**src/design/binary_tile_xnor_convolution_macros.svh**
```systemverilog
// Assertion macros used by the window engine of the binary tile XNOR convolution RTL.
`ifndef BINARY_TILE_XNOR_CONVOLUTION_MACROS_SVH
`define BINARY_TILE_XNOR_CONVOLUTION_MACROS_SVH

// Same-cycle implication, disabled while reset is asserted.
`define BTXC_ASSERT_SAME(label, clk, rst_n, ante, cons) \
	label: assert property (@(posedge clk) disable iff (!rst_n) (ante) |-> (cons)) \
		else $error("btxc assertion failed");

// Next-cycle implication, disabled while reset is asserted.
`define BTXC_ASSERT_NEXT(label, clk, rst_n, ante, cons) \
	label: assert property (@(posedge clk) disable iff (!rst_n) (ante) |=> (cons)) \
		else $error("btxc assertion failed");

`endif

```
**src/design/btxc_pkg.sv**
```systemverilog
// Package: types, constants and helper functions of the binary tile XNOR convolution.
`default_nettype none

package btxc_pkg;

	localparam int TILE_BITS    = 64;
	localparam int ROW_STRIDE   = 8;
	localparam int DIM_W        = 4;
	localparam int IDX_W        = 3;
	localparam int ROW_CNT_W    = 4;
	localparam int AREA_W       = 7;
	localparam int DOT_W        = 8;
	localparam int QUEUE_DEPTH  = 2;
	localparam int CFG_IDX_W    = 2;
	localparam int TILE_SIDE_DEF = 8;

	// Configuration register indexes
	typedef enum logic [CFG_IDX_W-1:0] {
		REG_KERNEL_PATTERN = 2'd0,
		REG_KERNEL_WIDTH   = 2'd1,
		REG_KERNEL_HEIGHT  = 2'd2
	} cfg_reg_t;

	// One accepted tile that has at least one window to work through
	typedef struct packed {
		logic [TILE_BITS-1:0] tile;
		logic [IDX_W-1:0]     last_row;
		logic [IDX_W-1:0]     last_col;
	} job_t;

	// Kernel data derived from the configuration registers
	typedef struct packed {
		logic [TILE_BITS-1:0] kern;
		logic [TILE_BITS-1:0] area_mask;
		logic [AREA_W-1:0]    area;
	} kernel_t;

	// Clamp a dimension into [lo, hi]
	function automatic logic [DIM_W-1:0] clamp_dim(
		input logic [DIM_W-1:0] v,
		input logic [DIM_W-1:0] lo,
		input logic [DIM_W-1:0] hi
	);
		logic [DIM_W-1:0] r;
		if (v < lo) begin
			r = lo;
		end else if (v > hi) begin
			r = hi;
		end else begin
			r = v;
		end
		return r;
	endfunction

	// Ones in one row of eight bits
	function automatic logic [ROW_CNT_W-1:0] popcount8(input logic [ROW_STRIDE-1:0] v);
		logic [ROW_CNT_W-1:0] n;
		n = '0;
		for (int i = 0; i < ROW_STRIDE; i++) begin
			n = n + ROW_CNT_W'(v[i]);
		end
		return n;
	endfunction

endpackage

`default_nettype wire

```
**src/design/btxc_front.sv**
```systemverilog
// Front end: accepts tiles, clamps their sizes and drops those where no window fits.
`default_nettype none

module btxc_front #(
	parameter int TILE_SIDE = btxc_pkg::TILE_SIDE_DEF
) (
	input  wire logic                            in_valid,
	output logic                                 in_ready,
	input  wire logic [btxc_pkg::TILE_BITS-1:0]  tile_bits,
	input  wire logic [btxc_pkg::DIM_W-1:0]      valid_width,
	input  wire logic [btxc_pkg::DIM_W-1:0]      valid_height,
	input  wire logic [btxc_pkg::DIM_W-1:0]      kw,
	input  wire logic [btxc_pkg::DIM_W-1:0]      kh,
	input  wire logic                            queue_full,
	output logic                                 push,
	output btxc_pkg::job_t                       job
);

	logic [btxc_pkg::DIM_W-1:0] vw;
	logic [btxc_pkg::DIM_W-1:0] vh;
	logic [btxc_pkg::DIM_W-1:0] span_row;
	logic [btxc_pkg::DIM_W-1:0] span_col;
	logic                       fits;

	// Clamp the valid area to the tile
	assign vw = btxc_pkg::clamp_dim(valid_width, '0, btxc_pkg::DIM_W'(TILE_SIDE));
	assign vh = btxc_pkg::clamp_dim(valid_height, '0, btxc_pkg::DIM_W'(TILE_SIDE));

	// A tile with a kernel larger than its valid area yields nothing
	assign fits     = (kw <= vw) && (kh <= vh);
	assign span_row = vh - kh;
	assign span_col = vw - kw;

	assign in_ready = !queue_full;
	assign push     = in_valid && !queue_full && fits;

	always_comb begin
		job.tile     = tile_bits;
		job.last_row = span_row[btxc_pkg::IDX_W-1:0];
		job.last_col = span_col[btxc_pkg::IDX_W-1:0];
	end

endmodule

`default_nettype wire

```
**src/design/btxc_queue.sv**
```systemverilog
// Short job queue between the front end and the window engine.
`default_nettype none

module btxc_queue (
	input  wire logic            clk,
	input  wire logic            arst_n,
	input  wire logic            push,
	input  wire btxc_pkg::job_t  push_job,
	input  wire logic            pop,
	output logic                 full,
	output logic                 head_valid,
	output btxc_pkg::job_t       head
);

	localparam int PTR_W = $clog2(btxc_pkg::QUEUE_DEPTH);
	localparam int CNT_W = $clog2(btxc_pkg::QUEUE_DEPTH + 1);

	btxc_pkg::job_t    mem_q [btxc_pkg::QUEUE_DEPTH];
	logic [PTR_W-1:0]  wr_ptr_q;
	logic [PTR_W-1:0]  rd_ptr_q;
	logic [CNT_W-1:0]  count_q;

	assign full       = (count_q == CNT_W'(btxc_pkg::QUEUE_DEPTH));
	assign head_valid = (count_q != '0);
	assign head       = mem_q[rd_ptr_q];

	// Storage needs no reset
	always_ff @(posedge clk) begin
		if (push) begin
			mem_q[wr_ptr_q] <= push_job;
		end
	end

	// Pointers and fill count
	always_ff @(posedge clk or negedge arst_n) begin
		if (!arst_n) begin
			wr_ptr_q <= '0;
			rd_ptr_q <= '0;
			count_q  <= '0;
		end else begin
			if (push) begin
				wr_ptr_q <= wr_ptr_q + PTR_W'(1);
			end
			if (pop) begin
				rd_ptr_q <= rd_ptr_q + PTR_W'(1);
			end
			if (push && !pop) begin
				count_q <= count_q + CNT_W'(1);
			end else if (pop && !push) begin
				count_q <= count_q - CNT_W'(1);
			end
		end
	end

endmodule

`default_nettype wire

```
**src/design/btxc_back.sv**
```systemverilog
// Window engine: walks the windows of each queued tile and computes the XNOR dot products.
`default_nettype none

`include "binary_tile_xnor_convolution_macros.svh"

module btxc_back (
	input  wire logic                              clk,
	input  wire logic                              arst_n,
	input  wire logic                              head_valid,
	input  wire btxc_pkg::job_t                    head,
	input  wire btxc_pkg::kernel_t                 kcfg,
	output logic                                   pop,
	output logic                                   out_valid,
	input  wire logic                              out_ready,
	output logic [btxc_pkg::IDX_W-1:0]             window_row,
	output logic [btxc_pkg::IDX_W-1:0]             window_col,
	output logic signed [btxc_pkg::DOT_W-1:0]      dot_value,
	output logic                                   last
);

	localparam int NROWS = btxc_pkg::TILE_BITS / btxc_pkg::ROW_STRIDE;

	// Window position of the current tile
	logic [btxc_pkg::IDX_W-1:0] row_q;
	logic [btxc_pkg::IDX_W-1:0] col_q;

	// Stage 1: per-row match counts
	logic                                        valid_s1;
	logic [btxc_pkg::IDX_W-1:0]                  row_s1;
	logic [btxc_pkg::IDX_W-1:0]                  col_s1;
	logic                                        last_s1;
	logic [NROWS-1:0][btxc_pkg::ROW_CNT_W-1:0]   cnt_s1;

	// Output register
	logic                                        out_valid_q;
	logic [btxc_pkg::IDX_W-1:0]                  out_row_q;
	logic [btxc_pkg::IDX_W-1:0]                  out_col_q;
	logic [btxc_pkg::DOT_W-1:0]                  out_dot_q;
	logic                                        out_last_q;

	logic                                        adv;
	logic                                        issue;
	logic                                        is_last;
	logic [btxc_pkg::TILE_BITS-1:0]              win;
	logic [btxc_pkg::TILE_BITS-1:0]              match;
	logic [NROWS-1:0][btxc_pkg::ROW_CNT_W-1:0]   row_cnt;
	logic [btxc_pkg::AREA_W-1:0]                 sum;
	logic [btxc_pkg::DOT_W-1:0]                  dot;

	// Whole pipeline moves when the output register is free or being drained
	assign adv     = !out_valid_q || out_ready;
	assign issue   = head_valid && adv;
	assign is_last = (row_q == head.last_row) && (col_q == head.last_col);
	assign pop     = issue && is_last;

	// Window select: {row, col} is row*8+col as the row stride is eight
	always_comb begin
		win   = (head.tile >> {row_q, col_q}) & kcfg.area_mask;
		match = ~(win ^ kcfg.kern) & kcfg.area_mask;
		for (int i = 0; i < NROWS; i++) begin
			row_cnt[i] = btxc_pkg::popcount8(
				match[i*btxc_pkg::ROW_STRIDE +: btxc_pkg::ROW_STRIDE]);
		end
	end

	// Sum of the row counts, then 2*matches - area
	always_comb begin
		sum = '0;
		for (int i = 0; i < NROWS; i++) begin
			sum = sum + btxc_pkg::AREA_W'(cnt_s1[i]);
		end
		dot = {sum, 1'b0} - {1'b0, kcfg.area};
	end

	// Window iterator, row-major
	always_ff @(posedge clk or negedge arst_n) begin
		if (!arst_n) begin
			row_q <= '0;
			col_q <= '0;
		end else if (issue) begin
			if (col_q == head.last_col) begin
				col_q <= '0;
				if (row_q == head.last_row) begin
					row_q <= '0;
				end else begin
					row_q <= row_q + btxc_pkg::IDX_W'(1);
				end
			end else begin
				col_q <= col_q + btxc_pkg::IDX_W'(1);
			end
		end
	end

	// Pipeline control
	always_ff @(posedge clk or negedge arst_n) begin
		if (!arst_n) begin
			valid_s1    <= 1'b0;
			out_valid_q <= 1'b0;
		end else if (adv) begin
			valid_s1    <= issue;
			out_valid_q <= valid_s1;
		end
	end

	// Pipeline payload
	always_ff @(posedge clk) begin
		if (issue) begin
			row_s1  <= row_q;
			col_s1  <= col_q;
			last_s1 <= is_last;
			cnt_s1  <= row_cnt;
		end
		if (adv && valid_s1) begin
			out_row_q  <= row_s1;
			out_col_q  <= col_s1;
			out_dot_q  <= dot;
			out_last_q <= last_s1;
		end
	end

	assign out_valid  = out_valid_q;
	assign window_row = out_row_q;
	assign window_col = out_col_q;
	assign dot_value  = $signed(out_dot_q);
	assign last       = out_last_q;

	// Iterator never leaves the window range of the tile at the head
	`BTXC_ASSERT_SAME(a_iter_in_range, clk, arst_n, head_valid,
		(row_q <= head.last_row) && (col_q <= head.last_col))
	// The final window of a tile reaches stage 1 flagged as last
	`BTXC_ASSERT_NEXT(a_last_tracked, clk, arst_n, pop, valid_s1 && last_s1)
	// Dot product stays within plus or minus the largest kernel area
	`BTXC_ASSERT_SAME(a_dot_range, clk, arst_n, out_valid_q,
		($signed(out_dot_q) <= 8'sd64) && ($signed(out_dot_q) >= -8'sd64))

endmodule

`default_nettype wire

```
**src/design/binary_tile_xnor_convolution.sv**
```systemverilog
// Binary tile XNOR convolution: top level with configuration registers.
//
// Usage: a tile of 8x8 sign bits (bit row*8+col) comes in on the in_valid/in_ready
// channel with its valid width and height. For every window position where the
// configured kernel fits inside the valid area, one result leaves on the
// out_valid/out_ready channel in row-major order: window_row, window_col,
// dot_value = 2*matches - kernel area, and last on the final window of the tile.
// A tile where no window fits yields no result and is dropped on acceptance.
// Kernel registers are written on the cfg channel (index 0 pattern, 1 width,
// 2 height); the user must write them only while the block is idle, which the
// block itself does not enforce; cfg_ready is always high. With the engine
// idle, the first result of a tile passes the queue, stage 1 and the output
// register before out_valid rises. Throughput, set by the window engine: one
// window per cycle unless the output stalls (36 windows: full tile, 3x3 kernel).
// A two-entry job queue lets the front accept tiles while the engine works.
// When out_ready is low the result holds and the engine stalls; the front keeps
// accepting until the queue is full. Reset clears the queue and pipeline and sets
// the kernel to pattern 0, 3x3.
`default_nettype none

module binary_tile_xnor_convolution #(
	parameter int TILE_SIDE = btxc_pkg::TILE_SIDE_DEF
) (
	input  wire logic                                clk,
	input  wire logic                                arst_n,
	input  wire logic                                cfg_valid,
	output logic                                     cfg_ready,
	input  wire logic [btxc_pkg::CFG_IDX_W-1:0]      cfg_index,
	input  wire logic [btxc_pkg::TILE_BITS-1:0]      cfg_data,
	input  wire logic                                in_valid,
	output logic                                     in_ready,
	input  wire logic [btxc_pkg::TILE_BITS-1:0]      tile_bits,
	input  wire logic [btxc_pkg::DIM_W-1:0]          valid_width,
	input  wire logic [btxc_pkg::DIM_W-1:0]          valid_height,
	output logic                                     out_valid,
	input  wire logic                                out_ready,
	output logic [btxc_pkg::IDX_W-1:0]               window_row,
	output logic [btxc_pkg::IDX_W-1:0]               window_col,
	output logic signed [btxc_pkg::DOT_W-1:0]        dot_value,
	output logic                                     last
);

	localparam int NROWS = btxc_pkg::TILE_BITS / btxc_pkg::ROW_STRIDE;

	logic [btxc_pkg::TILE_BITS-1:0] kernel_pattern_q;
	logic [btxc_pkg::DIM_W-1:0]     kernel_width_q;
	logic [btxc_pkg::DIM_W-1:0]     kernel_height_q;

	logic [btxc_pkg::DIM_W-1:0]     kw;
	logic [btxc_pkg::DIM_W-1:0]     kh;
	logic [btxc_pkg::ROW_STRIDE-1:0] row_mask;
	logic [btxc_pkg::TILE_BITS-1:0] area_mask;
	logic [2*btxc_pkg::DIM_W-1:0]   area_full;
	btxc_pkg::kernel_t              kcfg;

	logic                           queue_full;
	logic                           push;
	btxc_pkg::job_t                 push_job;
	logic                           pop;
	logic                           head_valid;
	btxc_pkg::job_t                 head;

	assign cfg_ready = 1'b1;

	// Configuration registers; unknown indexes are ignored
	always_ff @(posedge clk or negedge arst_n) begin
		if (!arst_n) begin
			kernel_pattern_q <= '0;
			kernel_width_q   <= btxc_pkg::DIM_W'(3);
			kernel_height_q  <= btxc_pkg::DIM_W'(3);
		end else if (cfg_valid) begin
			unique case (btxc_pkg::cfg_reg_t'(cfg_index))
				btxc_pkg::REG_KERNEL_PATTERN: kernel_pattern_q <= cfg_data;
				btxc_pkg::REG_KERNEL_WIDTH:   kernel_width_q   <= cfg_data[btxc_pkg::DIM_W-1:0];
				btxc_pkg::REG_KERNEL_HEIGHT:  kernel_height_q  <= cfg_data[btxc_pkg::DIM_W-1:0];
				default: ;
			endcase
		end
	end

	// Kernel size clamped to one..tile side
	assign kw = btxc_pkg::clamp_dim(kernel_width_q, btxc_pkg::DIM_W'(1),
		btxc_pkg::DIM_W'(TILE_SIDE));
	assign kh = btxc_pkg::clamp_dim(kernel_height_q, btxc_pkg::DIM_W'(1),
		btxc_pkg::DIM_W'(TILE_SIDE));

	// Kernel area mask and size
	always_comb begin
		for (int i = 0; i < btxc_pkg::ROW_STRIDE; i++) begin
			row_mask[i] = (btxc_pkg::DIM_W'(i) < kw);
		end
		for (int r = 0; r < NROWS; r++) begin
			area_mask[r*btxc_pkg::ROW_STRIDE +: btxc_pkg::ROW_STRIDE] =
				(btxc_pkg::DIM_W'(r) < kh) ? row_mask : '0;
		end
		area_full      = kw * kh;
		kcfg.kern      = kernel_pattern_q & area_mask;
		kcfg.area_mask = area_mask;
		kcfg.area      = area_full[btxc_pkg::AREA_W-1:0];
	end

	btxc_front #(
		.TILE_SIDE(TILE_SIDE)
	) u_front (
		.in_valid    (in_valid),
		.in_ready    (in_ready),
		.tile_bits   (tile_bits),
		.valid_width (valid_width),
		.valid_height(valid_height),
		.kw          (kw),
		.kh          (kh),
		.queue_full  (queue_full),
		.push        (push),
		.job         (push_job)
	);

	btxc_queue u_queue (
		.clk       (clk),
		.arst_n    (arst_n),
		.push      (push),
		.push_job  (push_job),
		.pop       (pop),
		.full      (queue_full),
		.head_valid(head_valid),
		.head      (head)
	);

	btxc_back u_back (
		.clk       (clk),
		.arst_n    (arst_n),
		.head_valid(head_valid),
		.head      (head),
		.kcfg      (kcfg),
		.pop       (pop),
		.out_valid (out_valid),
		.out_ready (out_ready),
		.window_row(window_row),
		.window_col(window_col),
		.dot_value (dot_value),
		.last      (last)
	);

endmodule

`default_nettype wire

```
**config.mk**
```make
export PLATFORM = sky130hd
export DESIGN_NAME = binary_tile_xnor_convolution
export DESIGN_NICKNAME = d
export VERILOG_FILES = /design/src/design/btxc_pkg.sv /design/src/design/btxc_front.sv /design/src/design/btxc_queue.sv /design/src/design/btxc_back.sv /design/src/design/binary_tile_xnor_convolution.sv
export VERILOG_INCLUDE_DIRS = /design/src /design/src/design
export SDC_FILE = /design/constraint.sdc
export NUM_CORES = 1
export LEC_CHECK = 0
export ABC_AREA = 1
export BUFFER_PORTS_ARGS = -buffer_cell sky130_fd_sc_hd__buf_2
export CELL_PAD_IN_SITES_DETAIL_PLACEMENT = 1
export CELL_PAD_IN_SITES_GLOBAL_PLACEMENT = 1
export CORE_ASPECT_RATIO = 0.8
export CORE_MARGIN = 4
export CORE_UTILIZATION = 33
export DETAILED_ROUTE_END_ITERATION = 10
export HOLD_SLACK_MARGIN = 0.08
export PLACE_DENSITY = 0.71
export SLEW_MARGIN = 20
export SYNTH_ARGS = -nofsm -noshare
export SYNTH_HDL_FRONTEND = slang
export SYNTH_SLANG_ARGS = --single-unit
```
**constraint.sdc**
```tcl
create_clock -name clk -period 4.75 [get_ports clk]
set_clock_uncertainty 0.2 [all_clocks]
set_input_delay 1.425 -clock clk [delete_from_list [all_inputs] [get_ports clk]]
set_output_delay 1.425 -clock clk [all_outputs]
set_load 0.005 [all_outputs]
```
=== After elaboration in Yosys (flattened, before gate mapping) ===
Memory sizes are Yosys's and may differ from the RTL's.
Index checks and enable logic that the tools add are counted.

* Bits in writable memories: 140
* Memory bits (read-only): 0
* Bits in registers: 138
* Memories: 1
* Output and inout port bits: 18
* Latch bits: 0

* $lt $le $gt $ge: 26
* Reductions and logical operators: 21
* Bitwise gates (word level): 5
* Shift-type cells: 1
* Muxes and demuxes: 22
* Multipliers: 1
* Divide/modulo/power cells: 0
* Add/subtract/negate cells: 72
* Eq/ne operators: 5

{| class="wikitable"
|+ Memory list
! memory !! words !! bits a word !! read ports !! clocked after memory_dff !! wr ports !! line !! RTL
|-
| u_queue.mem_q || 2 || 70 || 1 || 0 || 1 || btxc_queue.sv:18 || <nowiki>btxc_pkg::job_t mem_q [btxc_pkg::QUEUE_DEPTH];</nowiki>
|}

{| class="wikitable"
|+ Operators with widths
! kind !! number
|-
| 4-bit by 1-bit adder with 4-bit output || 48
|-
| 64-bit bitwise AND || 3
|-
| 8-bit 2-to-1 mux || 8
|-
| 64-bit inverter || 1
|-
| 64-bit by 6-bit >> shifter with 64-bit output || 1
|-
| 64-bit bitwise XOR || 1
|-
| 7-bit by 4-bit adder with 7-bit output || 6
|-
| 3-bit by 4-bit less-than comparator with 1-bit output (first input constant) || 8
|-
| 4-bit 2-to-1 mux || 8
|-
| 1-bit by 1-bit adder with 2-bit output || 8
|-
| 4-bit greater-than comparator (second input constant) || 4
|-
| 1-bit by 4-bit less-than comparator with 1-bit output (first input constant) || 4
|-
| 2-bit by 4-bit less-than comparator with 1-bit output (first input constant) || 4
|-
| 4-bit by 1-bit less-than comparator with 1-bit output (second input constant) || 4
|-
| 1-bit logical AND || 9
|-
| 4-bit <= comparator || 2
|-
| 2-bit AND reduction || 4
|-
| 8-bit by 7-bit subtractor with 8-bit output || 1
|-
| 4-bit by 4-bit multiplier with 7-bit output || 1
|-
| 3-bit by 1-bit adder with 3-bit output (second input constant) || 2
|-
| 3-bit equality test || 2
|-
| 3-bit 2-to-1 mux || 2
|-
| 3-bit subtractor || 2
|-
| 4-bit by 4-bit adder with 5-bit output || 1
|-
| other kinds (11) || 19
|}

=== Depth between registers and ports, before layout ===
* Depth after elaboration: 16
* Gate-level depth with buffers: 24

=== By module ===
A second synthesis with hierarchy kept.

* Cell total of the unflattened synthesis: 2,355
* Area, all modules: 20,323.2 um^2

{| class="wikitable"
|+ Modules (own cells, without submodules)
! module !! cells an instance !! seq. area each (um^2) !! times used !! area each (um^2)
|-
| btxc_back || 1,429 || 1,821.7 || 1 || 9,738.1
|-
| btxc_queue || 243 || 4,304.1 || 1 || 5,609.1
|-
| binary_tile_xnor_convolution || 552 || 1,806.7 || 1 || 4,067.7
|-
| btxc_front || 131 || 0.0 || 1 || 908.4
|}

=== Worst setup path before layout ===
OpenSTA, ideal clock, no wires.

* Path kind: input to register
* Start: in valid_height[1] in the netlist's numbering
* End: mem u_queue.mem_q[0][0] in the netlist's numbering, enable pin
* Stages: 11
* Arrival time: 5,459 ps
* Path buffers: 0
* Slack: -1,407 ps
* Setup time: 499 ps
* Path through: nor2_1 > a21oi_1 > nor2_1 > inv_1 > ha_1 > inv_1 > nor2_1 > o21ai_0 > a32o_1 > nand3_1 > nor2_1

* Word-level cells in the longest chain between the ends: 8

{| class="wikitable"
|+ RTL lines
! element !! line !! RTL
|-
| start: declaration || binary_tile_xnor_convolution.sv:34 || <nowiki>input wire logic [btxc_pkg::DIM_W-1:0] valid_height,</nowiki>
|-
| 4-bit greater-than comparator || btxc_pkg.sv:47 || <nowiki>end else if (v > hi) begin</nowiki>
|-
| 4-bit 2-to-1 mux || btxc_pkg.sv:47 ||
|-
| 4-bit 2-to-1 mux (*) || btxc_pkg.sv:45 || <nowiki>if (v < lo) begin</nowiki>
|-
| 4-bit <= comparator (*) || btxc_front.sv:30 || <nowiki>assign fits = (kw <= vw) && (kh <= vh);</nowiki>
|-
| 1-bit logical AND (*) || btxc_front.sv:30 ||
|-
| 1-bit logical AND (*) || btxc_front.sv:35 || <nowiki>assign push = in_valid && !queue_full && fits;</nowiki>
|-
| 1-bit 2-to-1 mux (*) || btxc_queue.sv:29 || <nowiki>if (push) begin</nowiki>
|-
| 1-bit 2-to-1 mux (not written as such) (*) || btxc_queue.sv:30 || <nowiki>mem_q[wr_ptr_q] <= push_job;</nowiki>
|-
| end: declaration || btxc_queue.sv:18 ||
|}

Every way passes the cells marked *; elsewhere a longest branch is shown, timed or not.

=== Worst setup path after layout ===
* Start: reg u_back.cnt_s1[0] in the netlist's numbering
* End: reg u_back.out_dot_q (netlist bit u_back.dot_value[6]) (data pin)

* Word-level cells in the longest chain between the ends: 8

{| class="wikitable"
|+ RTL lines
! element !! line !! RTL
|-
| start: declaration || btxc_back.sv:32 || <nowiki>logic [NROWS-1:0][btxc_pkg::ROW_CNT_W-1:0] cnt_s1;</nowiki>
|-
| start signal: assignment || btxc_back.sv:111 || <nowiki>cnt_s1 <= row_cnt;</nowiki>
|-
| 4-bit by 4-bit adder with 5-bit output || btxc_back.sv:70 || <nowiki>sum = sum + btxc_pkg::AREA_W'(cnt_s1[i]);</nowiki>
|-
| 7-bit by 4-bit adder with 7-bit output (6 in series) || btxc_back.sv:70 ||
|-
| 8-bit by 7-bit subtractor with 8-bit output || btxc_back.sv:72 || <nowiki>dot = {sum, 1'b0} - {1'b0, kcfg.area};</nowiki>
|-
| via u_back.dot (one bit) || btxc_back.sv:48 || <nowiki>logic [btxc_pkg::DOT_W-1:0] dot;</nowiki>
|-
| end signal: assignment || btxc_back.sv:116 || <nowiki>out_dot_q <= dot;</nowiki>
|-
| end: declaration || btxc_back.sv:38 || <nowiki>logic [btxc_pkg::DOT_W-1:0] out_dot_q;</nowiki>
|}

The timed path passes the listed nets, and every way through them passes these cells.
A chain may end at the register's enable or synchronous reset.

==> summary.md <==
| Metric | Value |
|---|---|
| Clock slew at reported path FFs | 60 ps |
| Antenna-violating nets left | 0 |
| Most common cell in the netlist | nand3_1 |
| Vias | 17474 |
| Endpoint type of the worst setup path | flop |
| WL/cell | 23.5 um |
| Outcome | finished with violations |
| Initial drt markers | 1460 |
| Row cnt | 76 |
| Fill count | 6064 |
| Top cells by area, synth | edfxtp_1 (32%), nand3_1 (18%), dfrtp_1 (11%), nand2_1 (8.6%), fa_1 (6.4%) |
| Yosys top cell area share | 31.9% |
| Worst slew pin tran | 811 ps |
| Largest delay contributor family on the critical path | adder cells |
| Top Usage Layer GRT | met2 |
| Met1 global-route usage | 32.6% |
| Vias per cell | 5.46 |
| Dominant synthesized flop cell | edfxtp_1 |
| Unique masters post-synth | 46 |
| Synth area leader | edfxtp_1 |
| Initial Utilization | 33.7% |
| CTS H-Tree Depth | 1 |
| Total GRT Usage | 22.9% |
| GPL Wtd Cong | 0.958 |
| CTS tree | done |
| Area Growth Syn to Fin | 40.6% |
| Post-DP HPWL | 52.7 mm |
| Max Cap Viol | 0 |
| DIE AREA | 0.0593 mm^2 |
| Root buffer cell | clkbuf_16 |
| Met2 Use GR | 37.1% |
| Pre-antenna DRT Iters | 5 |
| Number of port buffers | 159 |
| Failing checks | setup timing |
| First-pass GRT wire length | 105 mm |
| Fin crit period | 5050 ps |
| Largest net degree at the start of global routing | 63 |
| CP bufs+invs | 1 |
| Top cells by count, synth | nand3_1 (660), nand2_1 (417), edfxtp_1 (194) |
| Fraction of registers with async set/reset | 30.2% |
| Number of synthesized register bits | 278 |
| CTS max path bufs | 3 |
| Warnings, synthesis | 0 |
| Final net count | 2704 |
| Met3 Usage GRT | 4.28% |
| Crit Path Class | flop to flop |
| Final worst path period share | 106% |
| Startpoint types | flop |
| Worst Path Arrival | 5200 ps |
| Latest clock arrival within the worst-skew pair | 610 ps |
| Worst Setup Slack, final | -298 ps |
| Syn Area/Cell | 8.59 um^2 |
| DRC viols | 0 |
| Boundary Pins | 161 |
| Die width | 271 um |
| Maximum clock frequency | 0.198 GHz |
| Mapped Area | 0.0183 mm^2 |
| Final Slew Violations | 0 |
| Clock Sinks | 278 |
| Die height | 219 um |
| Vias in the first global route | 17827 |
| Number of buffers created by CTS | 30 |
| Layout cells sized above 1 | 38.2% |
| Grt total ovfl | 0 |
| Final WL | 75.1 mm |
| Rel. slew slack | 45.4% |
| Post-synth EDFFs | 194 |
| Hold WC Path Type | flop to flop |
| Gate Count Post-Synth | 2128 |
| Critical path required time | 4900 ps |
| RSZ-0062 raised after global routing | true |
| Antenna violations before repair | 1 |
| CP max stage cell | fa_2 |
| CP peak stage delay | 560 ps |
| Final setup viols | 6 |
| Post-synthesis sequential area ratio | 43.4% |
| Mapped Nets | 2397 |
| Hold Vio Cnt, Final | 0 |
| Min Hold Slack | 225 ps |
| Core area | 0.0543 mm^2 |
| Cells along the critical path | ha_2, fa_2, xnor2_2, fa_1, fa_1, fa_1, inv_1, fa_2, fa_2, ha_4, nand2_2, o21ai_2, a21oi_2, nor2_1, nor2_1, xnor2_1 |
| CP max FO | 4 |
flip-flops by register name (all words and copies together) (netlist names), 4 cells and up:
name              cells
kernel_height_q       4
kernel_pattern_q     64
kernel_width_q        4
u_back.cnt_s1        32
u_back.dot_value      8
u_queue.mem_q       140
cells by family (layout without fill, tap and decap cells):
logic type / count (synthesis) / count (layout) / share of synthesized area [%]
buf+inv: 284 / 615 / 6.75
other cells: 1 / 2 / 0.0205
mux: 48 / 48 / 2.96
compound gates: 113 / 113 / 3.31
flops: 278 / 278 / 43.4
xor+xnor: 40 / 40 / 1.92
fa+ha+maj: 126 / 126 / 11.0
simple gates: 1238 / 1238 / 30.7
per-layer routing:
layer	vias up	share of wire [%]
li1	7931	-
met1	8860	44
met2	579	47
met3	104	6.4
met4	0	2.1
met5	-	0
cells in the final DEF (no fill, tap or decap), types with 5 or more instances in the layout:
master and instances:
nor2_2 7, nand2_1 344, buf_4 155, nand4_1 7, nand3_1 374, o21ai_1 5, xnor2_1 11, dfrtp_1 75
bufinv_16 5, a21oi_2 15, nand3b_1 10, inv_2 16, nor3_1 9, buf_2 158, ha_1 62, xnor2_2 6
buf_12 30, nand3_4 94, fa_1 41, nand3_2 194, xor2_1 20, inv_1 155, clkbuf_16 43, buf_6 19
mux2_2 48, fa_2 17, a21oi_1 44, edfxtp_1 194, nand2_2 70, clkinv_1 6, o21ai_0 34, nand2_4 9
nor2_1 108, buf_16 6
cell type report:
cell class                      instances  area, um^2  share of cell area [%]
Clock inverter                         18         230                   0.895
Multi-Input combinational cell       1566       11800                    45.8
Antenna cell                            1        2.50                 0.00973
Sequential cell                       278        7940                    30.9
Tap cell                              741         927                    3.61
Inverter                              174         682                    2.65
Timing Repair Buffer                  382        3250                    12.7
Timing Repair inverter                  3        62.6                   0.243
Clock buffer                           38         843                    3.28
final timing paths:
check,start,to,slack [ps],depth (start not counted)
worst max-delay path,u_back.cnt_s1[0]$_DFFE_PP_,u_back.dot_value[6]$_DFFE_PP_,-300,16
worst min-delay path,u_back.col_s1[0]$_DFFE_PP_,u_back.window_col[0]$_DFFE_PP_,220,0
worst max register to register,u_back.cnt_s1[0]$_DFFE_PP_,u_back.dot_value[6]$_DFFE_PP_,-300,16
worst min register to register,u_back.col_s1[0]$_DFFE_PP_,u_back.window_col[0]$_DFFE_PP_,220,0
max in group asynchronous,arst_n,kernel_pattern_q[43]$_DFFE_PN0P_,3010,2
min in group asynchronous,arst_n,kernel_pattern_q[6]$_DFFE_PN0P_,630,1
stage by stage:
step	utilization (%)	worst slack, ps	setup TNS [ps]	area, um^2	std cells
floorplan	-	-261	-36570	18300	2128
global placement	38.6	-301	-2540	21000	3076
detailed placement	38.6	-408	-4490	21000	3076
CTS	42.2	-299	-1610	22900	3154
global route	47.3	-465	-3080	25700	3200
finish	47.3	-298	-1110	25700	3201
repair_timing:
| item | 4_1_cts | 5_1_grt |
|---|---|---|
| gates resized for setup | 136 | 450 |
| pin swaps | 26 | 123 |
| hold buffers | 0 | 0 |
| gates cloned | 8 | 12 |
| endpoints found under the setup margin | 22 | 25 |
| buffers inserted | 14 | 36 |
Power is left out: the tool's default activity adds up to more than one toggle a clock period on the data nets, which glitch-free logic cannot reach.
